**src/sv/assert_macros.svh**
```systemverilog
// assertion macros shared by the rtl
`ifndef ASSERT_MACROS_SVH
`define ASSERT_MACROS_SVH

// same-cycle implication
`define ASSERT_IMP(label, clk, rst, ante, cons) \
   label: assert property (@(posedge clk) disable iff (rst) (ante) |-> (cons)) \
      else $error("assertion failed");

// next-cycle implication
`define ASSERT_NXT(label, clk, rst, ante, cons) \
   label: assert property (@(posedge clk) disable iff (rst) (ante) |=> (cons)) \
      else $error("assertion failed");

`endif

```
**src/sv/lsws_pkg.sv**
```systemverilog
package lsws_pkg;

   localparam int STACK_DEPTH = 64;
   localparam int DATA_W      = 32;
   localparam int COUNT_W     = 7;
   localparam int ADDR_W      = (STACK_DEPTH > 1) ? $clog2(STACK_DEPTH) : 1;
   localparam int DEPTH_W     = $clog2(STACK_DEPTH + 1);

   localparam logic [DEPTH_W-1:0] DEPTH_MAX = DEPTH_W'(STACK_DEPTH);

   localparam logic [1:0] STATUS_OK    = 2'd0;
   localparam logic [1:0] STATUS_UNDER = 2'd1;
   localparam logic [1:0] STATUS_OVER  = 2'd2;

   typedef enum logic [1:0] {
      REQ_PUSH   = 2'd0,
      REQ_POP    = 2'd1,
      REQ_PEEK   = 2'd2,
      REQ_SEARCH = 2'd3
   } req_kind_type;

   typedef enum logic [1:0] {
      ST_IDLE,
      ST_READ,
      ST_SRCH,
      ST_SRCH_END
   } state_type;

endpackage

```
**src/sv/lifo_stack_with_search_core.sv**
```systemverilog
// LIFO stack of signed 32-bit words with a membership search, held in a 64-entry memory
// plus a depth register. A transaction is accepted when start is high and busy is low.
// Each result has rsp_valid high for exactly one cycle and cannot be stalled, so the
// receiver must take it in that cycle. A push keeps busy low and its result shows in the
// cycle after it is accepted. Pop and peek go through the READ state since the memory read
// is registered. A search reads one stored entry per cycle through the same read port in
// the SRCH state, compares it against the key and answers from SRCH_END, or from idle on
// an empty stack. Pop or peek on an empty stack returns underflow; a push on a full stack
// returns overflow and drops the word. Every result carries the resulting entry count.
`include "assert_macros.svh"

module lifo_stack_with_search_core (
   input  logic                     clock,
   input  logic                     reset,
   input  logic                     start,
   input  logic [1:0]               req_type,
   input  logic signed [31:0]       req_value,
   output logic                     busy,
   output logic                     rsp_valid,
   output logic [1:0]               rsp_status,
   output logic signed [31:0]       rsp_data,
   output logic                     rsp_found,
   output logic [6:0]               rsp_count
);

   localparam int ADDR_W  = lsws_pkg::ADDR_W;
   localparam int DEPTH_W = lsws_pkg::DEPTH_W;
   localparam int DATA_W  = lsws_pkg::DATA_W;
   localparam int COUNT_W = lsws_pkg::COUNT_W;

   lsws_pkg::state_type    state_ff, state_in;
   lsws_pkg::req_kind_type op_ff, op_in, req_kind;

   logic [DATA_W-1:0]  value_ff, value_in;
   logic [DEPTH_W-1:0] depth_ff, depth_in;
   logic [ADDR_W-1:0]  idx_ff, idx_in;
   logic               hit_ff, hit_in;
   logic               cmp_vld_ff;
   logic [DATA_W-1:0]  rd_data_ff;
   logic [DATA_W-1:0]  mem [lsws_pkg::STACK_DEPTH];

   logic               rsp_valid_ff, rsp_valid_in;
   logic [1:0]         rsp_status_ff, rsp_status_in;
   logic [DATA_W-1:0]  rsp_data_ff, rsp_data_in;
   logic               rsp_found_ff, rsp_found_in;
   logic [COUNT_W-1:0] rsp_count_ff, rsp_count_in;

   logic               accept;
   logic               empty;
   logic               full;
   logic               match;
   logic               last_idx;
   logic               wr_en;
   logic [ADDR_W-1:0]  rd_addr;
   logic [ADDR_W-1:0]  top_addr;
   logic [ADDR_W-1:0]  wr_addr;
   logic [DEPTH_W-1:0] depth_dec;
   logic [DEPTH_W-1:0] depth_inc;

   assign busy      = (state_ff != lsws_pkg::ST_IDLE);
   assign accept    = start && !busy;
   assign req_kind  = lsws_pkg::req_kind_type'(req_type);
   assign empty     = (depth_ff == '0);
   assign full      = (depth_ff == lsws_pkg::DEPTH_MAX);
   assign depth_dec = depth_ff - DEPTH_W'(1);
   assign depth_inc = depth_ff + DEPTH_W'(1);
   assign top_addr  = depth_dec[ADDR_W-1:0];
   assign wr_addr   = depth_ff[ADDR_W-1:0];
   assign last_idx  = (idx_ff == top_addr);
   assign match     = cmp_vld_ff && (rd_data_ff == value_ff);

   // next state
   always_comb begin
      state_in = state_ff;
      case (state_ff)
         lsws_pkg::ST_IDLE: begin
            if (accept && !empty) begin
               if (req_kind == lsws_pkg::REQ_POP || req_kind == lsws_pkg::REQ_PEEK) begin
                  state_in = lsws_pkg::ST_READ;
               end else if (req_kind == lsws_pkg::REQ_SEARCH) begin
                  state_in = lsws_pkg::ST_SRCH;
               end
            end
         end
         lsws_pkg::ST_READ: begin
            state_in = lsws_pkg::ST_IDLE;
         end
         lsws_pkg::ST_SRCH: begin
            if (last_idx) begin
               state_in = lsws_pkg::ST_SRCH_END;
            end
         end
         lsws_pkg::ST_SRCH_END: begin
            state_in = lsws_pkg::ST_IDLE;
         end
         default: begin
            state_in = lsws_pkg::ST_IDLE;
         end
      endcase
   end

   // datapath control and result
   always_comb begin
      op_in         = op_ff;
      value_in      = value_ff;
      depth_in      = depth_ff;
      idx_in        = idx_ff;
      hit_in        = hit_ff || match;
      wr_en         = 1'b0;
      rd_addr       = top_addr;
      rsp_valid_in  = 1'b0;
      rsp_status_in = rsp_status_ff;
      rsp_data_in   = rsp_data_ff;
      rsp_found_in  = rsp_found_ff;
      case (state_ff)
         lsws_pkg::ST_IDLE: begin
            if (accept) begin
               op_in        = req_kind;
               value_in     = req_value;
               idx_in       = '0;
               hit_in       = 1'b0;
               rsp_data_in  = '0;
               rsp_found_in = 1'b0;
               case (req_kind)
                  lsws_pkg::REQ_PUSH: begin
                     rsp_valid_in = 1'b1;
                     if (full) begin
                        rsp_status_in = lsws_pkg::STATUS_OVER;
                     end else begin
                        rsp_status_in = lsws_pkg::STATUS_OK;
                        wr_en         = 1'b1;
                        depth_in      = depth_inc;
                     end
                  end
                  lsws_pkg::REQ_POP, lsws_pkg::REQ_PEEK: begin
                     if (empty) begin
                        rsp_valid_in  = 1'b1;
                        rsp_status_in = lsws_pkg::STATUS_UNDER;
                     end
                  end
                  lsws_pkg::REQ_SEARCH: begin
                     if (empty) begin
                        rsp_valid_in  = 1'b1;
                        rsp_status_in = lsws_pkg::STATUS_OK;
                     end
                  end
                  default: begin
                     rsp_valid_in = 1'b0;
                  end
               endcase
            end
         end
         lsws_pkg::ST_READ: begin
            rsp_valid_in  = 1'b1;
            rsp_status_in = lsws_pkg::STATUS_OK;
            rsp_data_in   = rd_data_ff;
            rsp_found_in  = 1'b0;
            if (op_ff == lsws_pkg::REQ_POP) begin
               depth_in = depth_dec;
            end
         end
         lsws_pkg::ST_SRCH: begin
            rd_addr = idx_ff;
            idx_in  = idx_ff + ADDR_W'(1);
         end
         lsws_pkg::ST_SRCH_END: begin
            rsp_valid_in  = 1'b1;
            rsp_status_in = lsws_pkg::STATUS_OK;
            rsp_data_in   = '0;
            rsp_found_in  = hit_ff || match;
         end
         default: begin
            rsp_valid_in = 1'b0;
         end
      endcase
      rsp_count_in = COUNT_W'(depth_in);
   end

   always_ff @(posedge clock) begin
      if (reset) begin
         state_ff     <= lsws_pkg::ST_IDLE;
         depth_ff     <= '0;
         cmp_vld_ff   <= 1'b0;
         rsp_valid_ff <= 1'b0;
      end else begin
         state_ff     <= state_in;
         depth_ff     <= depth_in;
         cmp_vld_ff   <= (state_ff == lsws_pkg::ST_SRCH);
         rsp_valid_ff <= rsp_valid_in;
      end
   end

   always_ff @(posedge clock) begin
      op_ff         <= op_in;
      value_ff      <= value_in;
      idx_ff        <= idx_in;
      hit_ff        <= hit_in;
      rsp_status_ff <= rsp_status_in;
      rsp_data_ff   <= rsp_data_in;
      rsp_found_ff  <= rsp_found_in;
      rsp_count_ff  <= rsp_count_in;
   end

   // stack memory, one write and one registered read port
   always_ff @(posedge clock) begin
      if (wr_en) begin
         mem[wr_addr] <= value_in;
      end
      rd_data_ff <= mem[rd_addr];
   end

   assign rsp_valid  = rsp_valid_ff;
   assign rsp_status = rsp_status_ff;
   assign rsp_data   = rsp_data_ff;
   assign rsp_found  = rsp_found_ff;
   assign rsp_count  = rsp_count_ff;

   `ASSERT_IMP(a_depth_bound, clock, reset, 1'b1, depth_ff <= lsws_pkg::DEPTH_MAX)
   `ASSERT_IMP(a_srch_idx, clock, reset, state_ff == lsws_pkg::ST_SRCH,
      !empty && (DEPTH_W'(idx_ff) < depth_ff))
   `ASSERT_NXT(a_pop_read, clock, reset, accept && req_kind == lsws_pkg::REQ_POP && !empty,
      state_ff == lsws_pkg::ST_READ && busy)
   `ASSERT_NXT(a_push_grow, clock, reset, accept && req_kind == lsws_pkg::REQ_PUSH && !full,
      rsp_valid && depth_ff == $past(depth_inc))
   `ASSERT_IMP(a_under_empty, clock, reset, rsp_valid && rsp_status == lsws_pkg::STATUS_UNDER,
      empty && rsp_data == '0)

endmodule

```
**config.mk**
```make
export PLATFORM = sky130hd
export DESIGN_NAME = lifo_stack_with_search_core
export DESIGN_NICKNAME = d
export VERILOG_FILES = /design/src/sv/lsws_pkg.sv /design/src/sv/lifo_stack_with_search_core.sv
export VERILOG_INCLUDE_DIRS = /design/src /design/src/sv
export SDC_FILE = /design/constraint.sdc
export NUM_CORES = 2
export LEC_CHECK = 0
export BUFFER_PORTS_ARGS = -buffer_cell sky130_fd_sc_hd__buf_2
export CAP_MARGIN = 25
export CORE_MARGIN = 2
export CORE_UTILIZATION = 25
export CTS_BUF_LIST = sky130_fd_sc_hd__clkbuf_4 sky130_fd_sc_hd__clkbuf_8 sky130_fd_sc_hd__clkbuf_16
export CTS_CLUSTER_SIZE = 40
export DETAILED_ROUTE_END_ITERATION = 12
export SLEW_MARGIN = 20
export SYNTH_ARGS = -nofsm -noshare
export SYNTH_HDL_FRONTEND = slang
export SYNTH_SLANG_ARGS = --single-unit
```
**constraint.sdc**
```tcl
create_clock -name clock -period 5.32 [get_ports clock]
set_input_delay 0.798 -clock clock [delete_from_list [all_inputs] [get_ports clock]]
set_output_delay 0.798 -clock clock [all_outputs]
set_load 0.02 [all_outputs]
```
==> results by group <==
GRT
  – Largest net degree at the start of global routing: between 100 and 150
  – First-pass GRT wire length: between 300000 and 400000 um
  – Number of global-route vias before repair: roughly 52000
  – GRT Residual Overflow: 0
  – Initial antenna violation count: 16
  – Gr usage total: 0.145

STA
  – Setup WS post-layout: around 0.76 ns
  – Final setup fails: 0
  – Fmax: between 200 and 250 MHz
  – Relative slew slack: 0.265
  – Max Slew Vio Count: 0
  – Final cycle utilization of the critical path: 0.858
  – Final-report hold violation count: 0
  – Hold WS: 0.160 ns
  – RSZ-0062 raised after global routing: false
  – Worst-Margin Slew: about 1.1 ns
  – Clk_skew: 0.0572 ns
  – Minimum clock period: roughly 4.6 ns
  – Total negative slack: 0 ns

Setup path
  – Worst setup EP type: register
  – Worst Path Arrival: about 5.4 ns
  – Critical Path RT: 6.13 ns
  – Critical Path Fanout Max: 48
  – Reg2reg path depth: 11
  – Launching point of the worst reg2reg path: depth_ff[1]
  – R2R Path End: rd_data_ff[9]
  – Worst Setup Path Type: reg -> reg
  – Critical Path Start Type: register
  – Critical Path Start: depth_ff[1]
  – Setup crit end: rd_data_ff[9]
  – R2R Setup Slk: ~0.76 ns

Route
  – Total Wirelength: ~260000 um
  – Drt first-iter violations: 7316
  – DRT Pass-1 Iters: 6
  – Vias: between 50000 and 60000
  – Vias per cell: 4.96
  – Routed length per placed instance: around 24 um
  – Detail Route Antenna Nets: 0
  – DRC Markers: 0

Floorplanning
  – Rows: approximately 210
  – Boundary Pins: 81
  – Die area: 347000 sq um
  – Die Y: about 590 um
  – Initial core utilization: 0.251
  – Core region area: around 340000 sq um
  – Die X-Extent: between 500 and 600 um

Synthesis
  – Post-Synthesis Cells: about 6100
  – Share of synthesized registers carrying an async set or reset: 0
  – Avg Cell Area, Syn: about 14 sq um
  – Post-synth EDFFs: about 2100
  – Netlist cell types: between 60 and 70
  – Yosys warns: 0
  – Synth Cell Area: between 80000 and 90000 sq um
  – Most used DFF post-synth: edfxtp_1
  – Sequential area share after synthesis: 0.753
  – Post-Syn Nets: between 6000 and 7000
  – FF+latch count, synth: around 2200

CTS
  – CTS buffer count: slightly above 200
  – H-tree depth: 4
  – Post-cts hold buffer count: 0
  – TritonCTS clock tree: done
  – CTS resizes: 0
  – CTS max path bufs: 3
  – Clock-pin slew of the registers on the worst-case setup and hold paths: around 0.060 ns
  – Root Driver: clkbuf_16
  – Clk_lat worst skew: roughly 0.89 ns
  – Post-CTS setup buffers: 0
  – Clk sinks: 2174

Layout
  – Share of layout cells above drive strength 1: 0.132
  – P&R area growth vs syn: 17.2%
  – Final Non-Filler Cells: between 10000 and 15000
  – Nets: 6288

Job
  – Maxcap violations: 0

Placement
  – Placed cell count: roughly 11000
  – GPL Wtd Cong: ~0.87
  – Dpl ws: 0.884 ns
  – Port-buffer cells: 80
  – Post-detail-place hpwl: 155000 um

Status
  – Status: finished clean

Power and ir drop
  – Pwr dens: slightly below 400 nW/um^2
  – Static Leak: ~32 nW
  – Peak supply drop: 0.353 mV

Min path
  – Hold Path Class: in -> reg
==> report_power, final <==
part	internal [mW]	switching, mW	leakage (nW)
registers	19.4	0.307	19.5
logic	1.22	3.23	8.52
clock network	8.60	6.58	3.50
==> state kept, by name, summed over array words and instances (netlist names), 2 cells and up <==
signal      count
state_ff        2
rd_data_ff     32
rsp_count       7
mem          2048
idx_ff          6
depth_ff        7
op_ff           2
value_ff       32
rsp_status      2
rsp_data       32
==> layout by cell type (no fill, tap or decap), types with 9 or more instances in the layout <==
cell        count
clkinv_2       35
nor4_1         28
bufinv_16      19
clkbuf_4       46
inv_1          72
diode_2        24
nor3b_1        35
edfxtp_1     2091
and3_1         33
buf_2          82
clkinvlp_4      9
nor2_1         33
and2_1         35
nor2_4         64
xnor2_1        36
a31oi_1        68
clkinv_1       32
a211oi_1      155
nor3_1         93
a221o_1        10
xor2_1          9
clkbuf_8       18
mux2i_1       128
dfxtp_1        82
buf_12         57
clkbuf_16     206
a221oi_1      230
a21oi_1       489
nand4_1        17
a311oi_1      100
nor2b_1        10
mux2_2         31
nand3_1       443
buf_4         222
nand2_1      1285
==> layer usage <==
layer	routed length, um	up-vias	global-route usage
met5	9	-	0
met4	10200	2	0.0592
met3	22500	465	0.0223
met2	123000	2822	0.233
met1	105000	27700	0.195
li1	-	23500	-
==> kinds of logic (layout without fill, tap and decap cells) <==
logic type               count (synthesis)  count (layout)  share of synthesized area
multiplexers                           164             164                     0.0200
AO/OA/AOI/OAI                         1107            1107                     0.0873
buffers and inverters                  522             819                     0.0266
XOR/XNOR                                46              46                    0.00471
other                                    0              24                          0
flip-flops                            2174            2174                      0.753
adder cells (fa/ha/maj)                  6               6                   0.000878
AND/OR/NAND/NOR                       2107            2107                      0.107
==> metrics by stage <==
stage | util | total power [mW] | cell area (sq um)
6_report | 0.295 | 39.3 | 100000
5_1_grt | 0.294 | 40.4 | 100000
4_1_cts | 0.294 | 39.4 | 100000
3_5_place_dp | 0.274 | 24.4 | 93100
3_3_place_gp | 0.273 | 24.4 | 93000
2_1_floorplan | - | 22.4 | 85500
==> worst min-delay path by stage <==
stage	start	end	cells after the start
6_report	req_type[0]	op_ff[0]	1
5_1_grt	req_type[0]	op_ff[0]	1
4_1_cts	req_type[0]	op_ff[0]	1
3_5_place_dp	hit_ff	hit_ff	2
3_3_place_gp	hit_ff	hit_ff	2
2_1_floorplan	hit_ff	hit_ff	2
==> critical path, stage by stage (launching register included) <==
cell and delay (ns):
dfxtp_1 0.63, inv_1 0.21, ha_1 0.44, a21oi_4 0.70
buf_12 0.37, buf_4 0.30, a21oi_1 0.09, a221oi_1 0.35
nor3_1 0.10, nor4_1 0.80, buf_4 0.29, and3_1 0.17
==> synthesized netlist by cell type, types with 5 or more instances <==
master / count / area [sq um]
nand4_1: 17 / 106
dfxtp_1: 83 / 1660
and3_1: 33 / 206
inv_1: 72 / 270
nor3b_1: 35 / 263
edfxtp_1: 2091 / 62800
a311oi_1: 100 / 876
buf_4: 19 / 143
a221o_1: 10 / 100
nor4_1: 30 / 188
ha_1: 6 / 75.1
a31oi_1: 68 / 425
a211oi_1: 155 / 1160
nor2b_1: 11 / 68.8
mux2_2: 33 / 372
buf_2: 175 / 876
mux2i_1: 129 / 1290
o21ai_1: 5 / 25.0
a32oi_1: 7 / 61.3
clkbuf_1: 194 / 728
a221oi_1: 230 / 2010
buf_1: 59 / 221
nor2_1: 97 / 364
xnor2_1: 37 / 324
a21oi_1: 490 / 2450
nand2_1: 1285 / 4820
nand3_1: 443 / 2220
o21ai_0: 8 / 40.0
xor2_1: 9 / 78.8
and2_1: 36 / 225
a2111oi_0: 6 / 52.6
nor3_1: 93 / 465
==> final cells by class <==
class                      count  area, sq um
antenna                       24         60.1
clock buffer                 270         5750
clock inverter               115         1320
fill                       33500       240000
inverter                      72          270
multi-input combinational   3430        19500
sequential                  2174        64500
tap                         4536         5680
timing repair buffer         362         3250
(Power assumes the default switching activity.)
